**src/hdl/hcb_pkg.sv**
```systemverilog
package hcb_pkg;

    localparam int SYM_W            = 8;
    localparam int WGT_W            = 24;
    localparam int LEN_W            = 6;
    localparam int CODE_W           = 63;
    // Tree weights: up to 64 leaves of 24 bits each
    localparam int NWGT_W           = 30;
    localparam int SYMBOLS_DEF      = 64;
    localparam int MAX_CODE_LEN_DEF = 63;

    typedef struct packed {
        logic [SYM_W-1:0] symbol;
        logic [WGT_W-1:0] weight;
        logic             last;
    } in_item_t;

    typedef struct packed {
        logic [SYM_W-1:0]  code_symbol;
        logic [LEN_W-1:0]  code_length;
        logic [CODE_W-1:0] code_bits;
        logic              overflow;
        logic              final_code;
    } out_item_t;

    // Datapath micro-operations issued by the controller
    typedef enum logic [4:0] {
        CMD_NOP,
        CMD_LOAD,
        CMD_HINIT,
        CMD_HRD,
        CMD_HNEXT,
        CMD_CAPI,
        CMD_SDL,
        CMD_SDR,
        CMD_SDC,
        CMD_TRD0,
        CMD_TOPA,
        CMD_TOPB,
        CMD_MERGE,
        CMD_PRD,
        CMD_PCMP,
        CMD_PFIN,
        CMD_ROOT,
        CMD_PUSH,
        CMD_LEFT,
        CMD_LEAFRD,
        CMD_CAPOUT,
        CMD_POP,
        CMD_FIN,
        CMD_RSTK,
        CMD_RCH,
        CMD_RCAP,
        CMD_CLEAR
    } cmd_t;

    // Datapath status back to the controller
    typedef struct packed {
        logic n_ge2;
        logic h_zero;
        logic hc_gt1;
        logic sd_move;
        logic i_nz;
        logic put_move;
        logic internal;
        logic can_push;
        logic pop_more;
        logic out_taken;
        logic out_final;
    } status_t;

endpackage

```
**src/hdl/hcb_ctrl.sv**
```systemverilog
module hcb_ctrl (
    input  logic             clk,
    input  logic             rst_n,
    input  logic             in_valid,
    input  logic             in_last,
    input  hcb_pkg::status_t status,
    output logic             in_ready,
    output hcb_pkg::cmd_t    cmd
);
    import hcb_pkg::*;

    typedef enum logic [4:0] {
        S_IDLE, S_HINIT, S_HRD, S_HNEXT, S_CAP, S_SDL, S_SDR, S_SDC,
        S_MCHK, S_TRD0, S_TOP, S_MERGE, S_PRD, S_PCMP, S_RRD, S_ROOT,
        S_WALK, S_LEFT, S_LEAF, S_POP, S_EMIT, S_RS, S_RC, S_DONE
    } state_t;

    // Where a finished sift-down returns to
    typedef enum logic [1:0] {
        RET_HEAP, RET_A, RET_B
    } ret_t;

    state_t state_reg, state_next;
    ret_t   ret_reg, ret_next;

    // Next state and command decode
    always_comb
    begin
        state_next = state_reg;
        ret_next   = ret_reg;
        cmd        = CMD_NOP;
        in_ready   = 1'b0;
        unique case (state_reg)
            S_IDLE:
            begin
                in_ready = 1'b1;
                if (in_valid)
                begin
                    cmd = CMD_LOAD;
                    if (in_last)
                        state_next = S_HINIT;
                end
            end
            S_HINIT:
            begin
                cmd        = CMD_HINIT;
                ret_next   = RET_HEAP;
                state_next = status.n_ge2 ? S_HRD : S_MCHK;
            end
            S_HRD:
            begin
                cmd        = CMD_HRD;
                state_next = S_CAP;
            end
            S_HNEXT:
            begin
                cmd        = CMD_HNEXT;
                state_next = S_HRD;
            end
            S_CAP:
            begin
                cmd        = CMD_CAPI;
                state_next = S_SDL;
            end
            S_SDL:
            begin
                cmd        = CMD_SDL;
                state_next = S_SDR;
            end
            S_SDR:
            begin
                cmd        = CMD_SDR;
                state_next = S_SDC;
            end
            S_SDC:
            begin
                cmd = CMD_SDC;
                if (status.sd_move)
                    state_next = S_SDL;
                else
                begin
                    unique case (ret_reg)
                        RET_HEAP: state_next = status.h_zero ? S_MCHK : S_HNEXT;
                        RET_A:
                        begin
                            ret_next   = RET_B;
                            state_next = S_TRD0;
                        end
                        RET_B:    state_next = S_MERGE;
                        default:  state_next = S_IDLE;
                    endcase
                end
            end
            S_MCHK:
            begin
                if (status.hc_gt1)
                begin
                    ret_next   = RET_A;
                    state_next = S_TRD0;
                end
                else
                    state_next = S_RRD;
            end
            S_TRD0:
            begin
                cmd        = CMD_TRD0;
                state_next = S_TOP;
            end
            S_TOP:
            begin
                cmd        = (ret_reg == RET_B) ? CMD_TOPB : CMD_TOPA;
                state_next = S_CAP;
            end
            S_MERGE:
            begin
                cmd        = CMD_MERGE;
                state_next = S_PRD;
            end
            S_PRD:
            begin
                if (status.i_nz)
                begin
                    cmd        = CMD_PRD;
                    state_next = S_PCMP;
                end
                else
                begin
                    cmd        = CMD_PFIN;
                    state_next = S_MCHK;
                end
            end
            S_PCMP:
            begin
                cmd        = CMD_PCMP;
                state_next = status.put_move ? S_PRD : S_MCHK;
            end
            S_RRD:
            begin
                cmd        = CMD_TRD0;
                state_next = S_ROOT;
            end
            S_ROOT:
            begin
                cmd        = CMD_ROOT;
                state_next = S_WALK;
            end
            S_WALK:
            begin
                if (status.internal)
                begin
                    if (status.can_push)
                    begin
                        cmd        = CMD_PUSH;
                        state_next = S_LEFT;
                    end
                    else
                        state_next = S_DONE;
                end
                else
                begin
                    cmd        = CMD_LEAFRD;
                    state_next = S_LEAF;
                end
            end
            S_LEFT:
            begin
                cmd        = CMD_LEFT;
                state_next = S_WALK;
            end
            S_LEAF:
            begin
                cmd        = CMD_CAPOUT;
                state_next = S_POP;
            end
            S_POP:
            begin
                if (status.pop_more)
                    cmd = CMD_POP;
                else
                begin
                    cmd        = CMD_FIN;
                    state_next = S_EMIT;
                end
            end
            S_EMIT:
            begin
                if (status.out_taken)
                begin
                    if (status.out_final)
                        state_next = S_DONE;
                    else
                    begin
                        cmd        = CMD_RSTK;
                        state_next = S_RS;
                    end
                end
            end
            S_RS:
            begin
                cmd        = CMD_RCH;
                state_next = S_RC;
            end
            S_RC:
            begin
                cmd        = CMD_RCAP;
                state_next = S_WALK;
            end
            S_DONE:
            begin
                cmd        = CMD_CLEAR;
                state_next = S_IDLE;
            end
            default:
            begin
                state_next = S_IDLE;
            end
        endcase
    end

    // State register
    always_ff @(posedge clk or negedge rst_n)
    begin
        if (!rst_n)
        begin
            state_reg <= S_IDLE;
            ret_reg   <= RET_HEAP;
        end
        else
        begin
            state_reg <= state_next;
            ret_reg   <= ret_next;
        end
    end

endmodule

```
**config.mk**
```make
export PLATFORM = sky130hd
export DESIGN_NAME = hcb_ctrl
export DESIGN_NICKNAME = d
export VERILOG_FILES = /design/src/hdl/hcb_pkg.sv /design/src/hdl/hcb_ctrl.sv
export SDC_FILE = /design/constraint.sdc
export NUM_CORES = 1
export LEC_CHECK = 0
export BUFFER_PORTS_ARGS = -buffer_cell sky130_fd_sc_hd__buf_2
export CORE_UTILIZATION = 54
export DETAILED_ROUTE_END_ITERATION = 16
export PLACE_DENSITY = 0.79
export SKIP_CTS_REPAIR_TIMING = 1
export SLEW_MARGIN = 20
export SYNTH_ARGS = -nofsm -noshare
export SYNTH_HDL_FRONTEND = slang
export SYNTH_SLANG_ARGS = --single-unit
```
**constraint.sdc**
```tcl
create_clock -name clk -period 2.3 [get_ports clk]
set_input_delay 0.23 -clock clk [delete_from_list [all_inputs] [get_ports clk]]
set_output_delay 0.23 -clock clk [all_outputs]
set_load 0.05 [all_outputs]
```
Word-level counts from Yosys, hierarchy flattened:

Index checks and enable logic that the tools add are counted.
Widths: inputs -> output; s select.

* register bits: 7
* logic and storage cells: 71

* eq/ne operators: 32
* reductions and logical operators: 8
* muxes and demuxes: 29

Operator list (count)
* $pmux 5 s22: 1
* $pmux 5 s20: 1
* $mux 5: 9
* $eq 5x4->1 const B: 8
* $eq 5x5->1 const B: 8
* $eq 5x3->1 const B: 4
* $ne 2x2->1 const B: 7
* $mux 2: 6
* $mux 3: 4
* $mux 4: 3
* $pmux 4 s3: 1
* $eq 5x2->1 const B: 2
* $reduce_and 4->1: 2
* $pmux 2 s3: 1
* $eq 5x1->1 const B: 1
* $logic_not 5->1: 1
* $reduce_or 2->1: 2
* $mux 1: 3
* $reduce_bool 3->1: 1
* $reduce_or 3->1: 1
* $eq 2x1->1 const B: 1
* $eq 2x2->1 const B: 1
* $logic_not 2->1: 1

Depth between registers and ports, before layout:

Gate-level depths: netlist (run 1).

* word-level depth: 4
* depth in mapped cells: 7

Worst setup path before layout (run 1):

OpenSTA, ideal clock, no wires.

* path kind: register to output
* from: reg state_reg[4]
* to: out cmd[0]
* arrival: 1.899 ns
* slack: 0.171 ns
* stages on the path, launching flop included: 8
* path through: dfrtp_1 -> buf_4 -> buf_4 -> nor3_1 -> and2_1 -> nand2_1 -> o2111ai_1 -> a31o_1

* cells in the longest elaborated chain, start to end: 3
* elaborated cells on any way between the ends: 25
* those cells by class: 22 x eq/ne; 1 x mux; 2 x reduce/logical

Ends and longest elaborated chain
* from (decl): RTL line hcb_ctrl.sv:23 `state_t state_reg, state_next;`
* from (signal assigned): RTL line hcb_ctrl.sv:230 `state_reg <= state_next;`
* $eq 5x4->1: RTL line hcb_ctrl.sv:33 `unique case (state_reg)`
* $reduce_or 2->1 (no line)
* $pmux 5 s22 *: RTL line hcb_ctrl.sv:33
* to (decl): RTL line hcb_ctrl.sv:8 `output hcb_pkg::cmd_t cmd`

Mark *: on every way between the ends. The rest lies on a longest branch, timed or not.

Worst setup path after layout (run 1):

* from: reg state_reg[1]
* to: out cmd[0]

Same word-level chain as after synthesis.

==> results, run 1 <==
- The share of async-settable or async-resettable flops after synthesis is 100%.
- The startpoint identified for the worst register-to-register timing path is state_reg[3].
- The final max-slew violation count is 0.
- The netlist uses 42 different library cells.
- By area, the combinational part of the netlist is dominated by compound AO/OA/AOI/OAI gates.
- The maximum frequency from static timing analysis is between 0.4 and 0.5 GHz.
- The startpoint identified for the worst hold timing path is status[2].
- Setup repair after global routing left no endpoint under its margin.
- Detailed placement ended at an HPWL of between 2000 and 2500 um.
- The adder-cell share of the synthesized area is a little under 5%.
- The first-pass GRT wire length is ~5000 um.
- The floorplan die height is between 40 and 50 um.
- The routed layout has between 1000 and 1500 vias.
- Once the floorplan was initialized, standard cells occupied a little under 60% of the core.
- The number of nets with antenna violations after routing is 0.
- The synthesized design spends more area on one cell type than any other, namely dfrtp_1.
- The number of remaining DRC errors is 0.
- The synthesized netlist devotes between 1.5 and 2% of its cell area to XOR and XNOR gates.
- The number of placed I/O pins is 21.
- The initial antenna violation count is 0.
- The post-synthesis compound-gate area fraction is between 30% and 40%.
- The worst setup path is launched from a flop.
- The number of DRC violations after detailed-routing iteration 0 is 54.
- The number of enable flip-flop cells after synthesis is 0.
- The sink of the worst hold path is state_reg[2].
- The proportion of synthesized chip area in sequential cells is 17.0%.
- The number of H-tree levels is 1.
- The worst setup path is captured at a primary output.
- After layout, the worst path uses 92.6% of the clock period.
- In this run, synthesis produced a sequential element count of 7.
- The type of the setup path with the least slack is flop to primary output.
- The highest fanout seen on the critical path is 5.
- The deepest clock path buffer count is 2.
- The worst pin sits at a relative slew slack of a little under 80%.
- In the routed layout, each cell is associated on average with a via count of 6.40.
- The multiplexer share of the synthesized area is 1.94%.
- The clock root buffer is clkbuf_4.
- Yosys attributes the largest share of cell area to dfrtp_1 17%, a21oi_1 9.7%, nand2_1 6.5%.
- The power per cell area is 1740 nW/um2.
- After layout, the minimum clock period comes to 2.13 ns.
- The number of iterations in the first detailed-routing pass is 4.
- When the netlist entered floorplanning its net count stood at approximately 170.
- The critical path data arrival time is around 1.9 ns.
- The most common flop cell mapped by yosys is dfrtp_1.
- The register-to-register setup slack is roughly 0.52 ns.
- Data on the critical path is required at its endpoint by 2.07 ns.
- Counting every instance in the synthesized netlist gives between 100 and 150.
- Across the VDD grid, the largest voltage drop is between 1000 and 1500 uV.
- For the pin with the worst max-slew slack, the measured transition is between 0.3 and 0.4 ns.
- The clock drives 7 sinks.
- Global routing used between 30 and 40% of the available tracks across all layers.
- The number of rows in the core area is 15.
- The die covers between 2000 and 2500 um2.
- 0 antenna diodes ended up in the layout.
- The clock skew is approximately 0.010 ns.
- The Yosys warning count is 0.
- For this block, the routed nets add up to around 3000 um of wire.
- The clock latency on the worst-skew pair is between 0.2 and 0.3 ns.
- For this run, the post-layout net count is 190.
- The die width is 45.7 um.
- Summed over all layers, the global routing overflow is 0.
- After Yosys synthesis, and, or, nand and nor cells account for 29.5% of the synthesized area.
- The average size of a mapped cell is 7.07 um2.
- The max-capacitance violation count is 0.
- The worst hold path cell count is 2.
- TritonCTS built the clock tree.
- The number of hold-slack violations in the final timing report is 0.
- The placeable core region is about 1800 um2.
- The final number of setup-violating endpoints is 0.
- Port buffering added 20 buffers.
- The sum of internal, switching and leakage power is 2.09 mW.
- The clock buffer count from CTS is 3.
- The mapped cell area is approximately 1000 um2.
- In the final routed layout, each cell accounts on average for roughly 15 um.
- After routing, the total negative slack on setup checks comes to 0 ns.
- The leakage power summed over all cells is approximately 0.54 nW.
- The congestion estimate from routability-driven global placement came to a little over 0.9.
- The class of the tightest hold or removal check is input port to flop.
- The length in cells of the worst reg-to-reg path is 7.
- The area growth from synthesis to layout is 16.2%.
- The clock-pin slew of the registers on the worst-case setup and hold paths is about 0.060 ns.
- The register with the most flip-flops in the layout has 5 of them.
- The fraction of layout cells with a size suffix above 1 is between 20% and 30%.
- The number of global-route vias before repair is 1055.
- The endpoint of the lowest-slack register-to-register path is state_reg[0].
- In this run the biggest area consumer among cell types represents 17.0% of the synthesized area.
- Entering global routing, the biggest net connects 18 pins.
- In the layout the commonest cells are 20 x a21oi_1, 20 x buf_2, 18 x nand2_1, 12 x o21ai_0.
- The run finished with clean final reports.
-- kinds of logic (layout without fill, tap and decap cells) --
kind of cell / Yosys count / after routing
mux: 2 / 2
buf+inv: 19 / 43
compound gates: 57 / 57
simple gates: 56 / 56
flops: 7 / 7
fa+ha+maj: 4 / 4
xor+xnor: 1 / 1
-- cell usage after synthesis (2+ instances only) --
cell type / n
inv_1: 8
a31oi_1: 2
a41oi_1: 3
mux2i_1: 2
nor2b_1: 3
buf_4: 2
o21ai_0: 12
nor3_1: 5
a21oi_1: 20
nand2b_1: 4
o21ai_1: 2
o211ai_1: 2
o22ai_1: 3
a211oi_1: 2
dfrtp_1: 7
nand2_1: 18
buf_2: 5
nor2_1: 10
a22oi_1: 2
and3_1: 3
nand3_1: 5
ha_1: 4
buf_6: 3
-- per-layer routing --
| layer | vias to the layer above | global-route usage, % | wire length, um |
|---|---|---|---|
| li1 | 583 | - | - |
| met1 | 577 | 46.3 | 1220 |
| met2 | 76 | 48.9 | 1360 |
| met3 | 12 | 5.95 | 333 |
| met4 | 0 | 15.9 | 94 |
| met5 | - | 0 | 0 |
-- critical path, cell delays in order, from the launching register on --
cell and delay [ns]:
dfrtp_1 0.40, or2_1 0.32, nor3_1 0.24, nand3b_1 0.19
o2111ai_1 0.11, a31o_1 0.11, buf_2 0.25
-- how the worst max path moves through the flow --
stage	start	endpoint	slack, ns	depth (start not counted)
2_1_floorplan	state_reg[4]	cmd[0]	0.17	7
3_3_place_gp	state_reg[4]	cmd[0]	0.38	6
3_5_place_dp	state_reg[4]	cmd[0]	0.37	6
4_1_cts	state_reg[4]	cmd[0]	0.07	6
5_1_grt	state_reg[1]	cmd[0]	0.08	6
6_report	state_reg[1]	cmd[0]	0.17	6
-- final cells by class --
class / instances / area (um2)
multi-input combinational: 120 / 749
tap: 25 / 31.3
fill: 178 / 564
timing repair buffer: 31 / 185
sequential: 7 / 178
inverter: 8 / 30.0
clock buffer: 4 / 26.3
-- where the power goes --
group | internal (mW) | total, mW | switching [mW]
sequential | 0.189 | 0.318 | 0.129
combinational | 0.584 | 1.65 | 1.06
clock | 0.0668 | 0.121 | 0.0542
total | 0.840 | 2.09 | 1.25
-- per-stage QoR --
step / hold WS [ns] / setup WS (ns) / instances / area [um2] / util [%]
floorplan: -0.0656 / 0.171 / 146 / 1030 / -
global placement: 0.0694 / 0.384 / 190 / 1160 / 65.8
detailed placement: 0.0741 / 0.372 / 190 / 1160 / 65.8
CTS: -0.211 / 0.0733 / 194 / 1190 / 67.3
global route: 0.269 / 0.0810 / 195 / 1200 / 68.0
finish: 0.265 / 0.170 / 195 / 1200 / 68.0
Power figures use the tool's default switching activity.
==> run 2, diff against run 1 <==
- PLACE_DENSITY: 0.79 -> 0.86
==> results, run 2 (synthesis results as in run 1) <==
- Commonest cells after routing, fill and taps aside: 20 x a21oi_1, 20 x buf_2, 18 x nand2_1, 12 x o21ai_0, 10 x nor2_1 (was 20 x a21oi_1, 20 x buf_2, 18 x nand2_1, 12 x o21ai_0).
- The global placer's final weighted congestion was 0.932 (was 0.929).
- The effective utilization at floorplan is 58.5% (unchanged).
- The internal power is 0.817 mW (was 0.840 mW).
- The number of clock sinks seen by CTS is 7 (unchanged).
- The class of the tightest hold or removal check is input port to flop (unchanged).
- The number of iterations in the first detailed-routing pass is 4 (unchanged).
- The detailed-placement wirelength estimate was 2170 um (was 2340 um).
- The number of placed I/O pins is 21 (unchanged).
- Unrepaired setup endpoints after global routing: false (unchanged).
- The maximum frequency from static timing analysis is 0.474 GHz (was 0.470 GHz).
- The type of the setup path with the least slack is flop to primary output (unchanged).
- The number of remaining DRC errors is 0 (unchanged).
- The number of hold-slack violations in the final timing report was 0 (unchanged).
- The clock root buffer is clkbuf_4 (unchanged).
- The fraction of the cycle the final worst path needs is 91.6% (was 92.6%).
- The floorplan die height is 45.7 um (unchanged).
- The die width is 45.7 um (unchanged).
- The final max-slew violation count is 0 (unchanged).
- The final-layout fill cell count is 178 (unchanged).
- The clock share of power is 5.6% (was 5.8%).
- The length in cells of the worst reg-to-reg path is 6 (was 7).
- The highest fanout seen on the critical path came to 10 (was 5).
- The final number of setup-violating endpoints is 0 (unchanged).
- The synthesis-to-layout area growth is 14.2% (was 16.2%).
- The deepest clock path buffer count came to 2 (unchanged).
- The required time at the worst-slack endpoint is 2.07 ns (about the same).
- The peak ir drop on the vdd network came to 994 uV (was 1160 uV).
- The number of rows in the core area is 15 (unchanged).
- The total global routing track utilization is 32.9% (was 33.1%).
- The number of flip-flops under the largest register name is 5 (unchanged).
- The clock buffer count from CTS is 3 (unchanged).
- The number of nets with antenna violations after routing is 0 (unchanged).
- The number of vias in the routed layout is 1215 (was 1248).
- The count of input and output buffers is 20 (unchanged).
- The critical path data arrival time is 1.88 ns (was 1.90 ns).
- The transition time at the pin with the least slew margin was 0.371 ns (was 0.312 ns).
- The fraction of power consumed by combinational cells is 78.7% (was 79.0%).
- The switching power is 1.22 mW (was 1.25 mW).
- The startpoint of the worst register-to-register path is state_reg[2] (was state_reg[3]).
- The final wirelength is 2940 um (was 3010 um).
- The shortest period the worst path allows came to 2.11 ns (was 2.13 ns).
- The clock-pin slew of the registers on the worst-case setup and hold paths is 0.05 ns (was 0.06 ns).
- The setup TNS came to 0 ns (unchanged).
- The antenna diode instance count is 0 (unchanged).
- The sequential power share came to 15.8% (was 15.2%).
- The max-capacitance violation count was 0 (unchanged).
- The initial antenna violation count is 0 (unchanged).
- The number of H-tree levels came to 1 (unchanged).
- Outcome: complete, no violations (unchanged).
- The placeable core region is 1760 um2 (unchanged).
- The startpoint of the most critical setup path is state_reg[3] (was state_reg[1]).
- The number of global-route vias before repair is 1093 (was 1055).
- The endpoint of the lowest-slack register-to-register path was state_reg[1] (was state_reg[0]).
- The sort of element at the start of the critical path was a flop (unchanged).
- The timing endpoint of the critical path was cmd[0] (unchanged).
- The power per cell area is 1720 nW/um2 (was 1740 nW/um2).
- The proportion of total power due to net switching is 59.8% (was 59.7%).
- The area of the multi-input gates is 749 um2 (unchanged).
- The clock latency on the worst-skew pair was 0.25 ns (was 0.27 ns).
- The register area is 179 um2 (was 178 um2).
- The leakage power summed over all cells is 0.523 nW (was 0.539 nW).
- The first-pass GRT wire length is 4900 um (was 4910 um).
- The average vias per placed instance is 6.33 (was 6.40).
- The sum of internal, switching and leakage power is 2.03 mW (was 2.09 mW).
- The fraction of layout cells with a size suffix above 1 came to 22.8% (was 23.5%).
- The relative slew slack is 75.2% (was 79.0%).
- The number of DRC violations after detailed-routing iteration 0 is 50 (was 54).
- The pin count of the biggest net entering global routing came to 25 (was 18).
- The number of nets at the end of the flow is 187 (was 190).
- The post-detailed-route wirelength per cell came to 15.3 um (was 15.4 um).
- The full die area came to 2090 um2 (unchanged).
- The CTS tree is built (unchanged).
- The category of the worst setup path capture point is a primary output (unchanged).
- The clock skew is 0.00280 ns (was 0.0104 ns).
- The register-to-register setup slack was 0.50 ns (was 0.52 ns).
- The overflow left after global routing is 0 (unchanged).
## run 2: cell types whose count changed in the layout (fill, tap and decap cells not counted)
| cell | delta |
|---|---|
| dfrtp_2 | +1 |
| buf_4 | -3 |
| dfrtp_1 | -1 |
## run 2: routing by layer
layer / track usage, % / share of wire (%) / up-vias / wire (um)
li1: - / - / 580 / -
met1: 44.4 / 40 / 547 / 1180
met2: 50.6 / 46 / 80 / 1360
met3: 8.33 / 11 / 8 / 320
met4: 11.8 / 2.4 / 0 / 72
met5: 0 / 0 / - / 0
## run 2: cell type report
class                      instances  share of cell area, %
multi-input combinational        120                   63.6
tap                               25                   2.65
inverter                           8                   2.55
sequential                         7                   15.2
clock buffer                       4                   2.23
timing repair buffer              28                   13.8
## run 2: worst min path at each step
stage / startpoint / end / slack [ns] / cells past startpoint
after floorplan: rst_n / ret_reg[0] / -0.07 / 0
after global placement: rst_n / ret_reg[0] / 0.06 / 1
after detailed placement: rst_n / state_reg[3] / 0.07 / 1
after CTS: rst_n / state_reg[0] / -0.20 / 1
after global routing: status[2] / state_reg[2] / 0.29 / 2
final: status[2] / state_reg[2] / 0.28 / 2
## run 2: power groups by stage
stage	Clock, mW	Combinational (mW)	Sequential [mW]
2_1_floorplan	0	1.34	0.237
3_3_place_gp	0	1.56	0.309
3_5_place_dp	0	1.57	0.311
4_1_cts	0.114	1.58	0.311
5_1_grt	0.123	1.76	0.334
6_report	0.113	1.60	0.321
## run 2: worst max-delay path, cell delays in order, from the launching register on
cell and delay [ns]:
dfrtp_2 0.49, nand2b_1 0.24, nor3_1 0.21, nand3b_1 0.19
o2111ai_1 0.12, a31o_1 0.11, buf_2 0.25
## run 2: through the flow
stage,cell area (um2),std cells,util (%),worst slack (ns),hold WS [ns]
5_1_grt,1180,192,66.8,0.0289,0.291
6_report,1180,192,66.8,0.192,0.284
3_3_place_gp,1140,187,64.5,0.388,0.0641
2_1_floorplan,1030,146,-,0.171,-0.0656
4_1_cts,1160,191,66.0,0.102,-0.203
3_5_place_dp,1140,187,64.5,0.370,0.0668
==> run 3, diff against run 2 <==
- CTS_BUF_LIST: default -> sky130_fd_sc_hd__clkbuf_8 sky130_fd_sc_hd__clkbuf_16
- REMOVE_ABC_BUFFERS: default -> 1
==> results, run 3 (synthesis results as in run 1) <==
- The number of nets with antenna violations after routing is 0 (unchanged).
- The count of placed standard cells in the final layout, fillers left out was 193 (was 192).
- The clock share of power is 8.0% (was 5.6%).
- The clock buffer count from CTS is 3 (unchanged).
- The clock skew is 0.00638 ns (was 0.00280 ns).
- The full die area came to 2090 um2 (unchanged).
- The number of nets at the end of the flow is 188 (was 187).
- The sequential power share is 14.6% (was 15.8%).
- The clock latency on the worst-skew pair is 0.23 ns (was 0.25 ns).
- Unrepaired setup endpoints after global routing: false (unchanged).
- The post-detailed-route wirelength per cell was 15.9 um (was 15.3 um).
- The proportion of total power due to net switching is 58.8% (was 59.8%).
- The number of iterations in the first detailed-routing pass is 5 (was 4).
- The die width came to 45.7 um (unchanged).
- The max-capacitance violation count is 0 (unchanged).
- The instance area at placement is 1150 um2 (was 1140 um2).
- The first-pass GRT wire length is 4710 um (was 4900 um).
- The final wirelength is 3070 um (was 2940 um).
- The floorplan die height was 45.7 um (unchanged).
- The setup TNS is 0 ns (unchanged).
- Outcome: complete, no violations (unchanged).
- The placeable core region is 1760 um2 (unchanged).
- The clock root buffer is clkbuf_8 (was clkbuf_4).
- The class of the tightest hold or removal check is input port to flop (unchanged).
- The switching power is 1.24 mW (was 1.22 mW).
- The final max-slew violation count is 0 (unchanged).
- The fraction of the cycle the final worst path needs came to 97.0% (was 91.6%).
- The count of input and output buffers was 20 (unchanged).
- The number of vias in the routed layout was 1224 (was 1215).
- The global-route layer with the greatest usage is met2 (unchanged).
- The cell count after placement is 188 (was 187).
- The number of global-route vias before repair is 1038 (was 1093).
- The startpoint of the worst register-to-register path is state_reg[2] (unchanged).
- The maximum frequency from static timing analysis came to 0.448 GHz (was 0.474 GHz).
- The sort of element at the start of the critical path is a flop (unchanged).
- The number of rows in the core area is 15 (unchanged).
- The internal power is 0.872 mW (was 0.817 mW).
- The shortest period the worst path allows came to 2.23 ns (was 2.11 ns).
- The global placer's final weighted congestion was 1.07 (was 0.932).
- The number of hold-slack violations in the final timing report came to 0 (unchanged).
- The startpoint of the most critical setup path is state_reg[3] (unchanged).
- The clock-pin slew of the registers on the worst-case setup and hold paths is 0.04 ns (was 0.05 ns).
- The initial antenna violation count is 0 (unchanged).
- The number of DRC violations after detailed-routing iteration 0 was 78 (was 50).
- The relative slew slack is 72.4% (was 75.2%).
- The number of clock sinks seen by CTS came to 7 (unchanged).
- The peak ir drop on the vdd network was 1160 uV (was 994 uV).
- The category of the worst setup path capture point is a primary output (unchanged).
- The number of placed I/O pins is 21 (unchanged).
- The synthesis-to-layout area growth is 16.4% (was 14.2%).
- The number of H-tree levels is 1 (unchanged).
- The critical path data arrival time was 2.00 ns (was 1.88 ns).
- The required time at the worst-slack endpoint is 2.07 ns (about the same).
- The highest fanout seen on the critical path is 12 (was 10).
- The number of flip-flops under the largest register name is 5 (unchanged).
- The type of the setup path with the least slack is flop to primary output (unchanged).
- The pin count of the biggest net entering global routing is 24 (was 25).
- The detailed-placement wirelength estimate is 2320 um (was 2170 um).
- The effective utilization at floorplan is 58.5% (unchanged).
- The number of remaining DRC errors is 0 (unchanged).
- The transition time at the pin with the least slew margin came to 0.414 ns (was 0.371 ns).
- The fraction of power consumed by combinational cells is 77.3% (was 78.7%).
- The average vias per placed instance came to 6.34 (was 6.33).
- The total global routing track utilization was 32.2% (was 32.9%).
- The fraction of layout cells with a size suffix above 1 is 21.4% (was 22.8%).
- The leakage power summed over all cells is 0.544 nW (was 0.523 nW).
- The deepest clock path buffer count is 2 (unchanged).
- The met1 track utilization from global routing came to 46.2% (was 44.4%).
- The met2 track demand over resource is 46.3% (was 50.6%).
- Commonest cells after routing, fill and taps aside: 20 x a21oi_1, 20 x buf_2, 18 x nand2_1, 12 x o21ai_0, 10 x nor2_1 (unchanged).
- The post-route cell area is 1200 um2 (was 1180 um2).
- The final number of setup-violating endpoints is 0 (unchanged).
- The overflow left after global routing is 0 (unchanged).
- The power per cell area is 1760 nW/um2 (was 1720 nW/um2).
- The CTS tree is built (unchanged).
- The launch instance of the worst min-delay path is status[2] (unchanged).
- The antenna diode instance count was 0 (unchanged).
- The global-route met3 utilization is 7.94% (was 8.33%).
## run 3: cell count changes in the layout (fill, tap and decap cells not counted), moves of 3 or more
cell,change
clkbuf_4,-3
clkbuf_8,+3
dfrtp_1,+3
dfrtp_2,-3
## run 3: layer usage
layer	vias up	part of all wire, %
li1	582	-
met1	531	38
met2	96	44
met3	15	14
met4	0	3.6
met5	-	0
## run 3: power groups by stage
stage / clock network [mW] / logic, mW / registers, mW
floorplan: 0 / 1.07 / 0.391
global placement: 0 / 1.58 / 0.296
detailed placement: 0 / 1.60 / 0.304
CTS: 0.174 / 1.61 / 0.303
global route: 0.183 / 1.77 / 0.318
finish: 0.170 / 1.64 / 0.310
## run 3: worst max-delay path, cell delays in order, from the launching register on
cell       delay (ns)
dfrtp_1          0.51
nand2b_1         0.27
nor3_1           0.30
nand3b_1         0.21
o2111ai_1        0.12
a31o_1           0.11
buf_2            0.25
## run 3: path summary, 6_finish.rpt
path / slack [ns] / end / cells past startpoint
worst max-delay path: 0.07 / cmd[0] / 6
worst min register to register: 0.65 / ret_reg[1] / 2
worst max register to register: 0.42 / state_reg[2] / 6
worst min-delay path: 0.32 / state_reg[2] / 2
min in group asynchronous: 0.36 / state_reg[1] / 2
max in group asynchronous: 1.77 / ret_reg[1] / 2
## run 3: per-stage QoR
stage               power, mW  util, %  hold WS [ns]  setup WS, ns
floorplan                1.46        -       -0.0656        0.0989
global placement         1.88     65.0        0.0746         0.402
detailed placement       1.91     65.0        0.0737         0.369
CTS                      2.08     67.5        -0.174         0.119
global route             2.27     68.1         0.323       0.00535
finish                   2.12     68.1         0.319        0.0683
## run 3: final cells by class
type                       instances  area (um2)
timing repair buffer              29         170
clock buffer                       3        41.3
multi-input combinational        120         749
inverter                           8        30.0
fill                             177         563
clock inverter                     1        3.75
sequential                         7         175
tap                               25        31.3
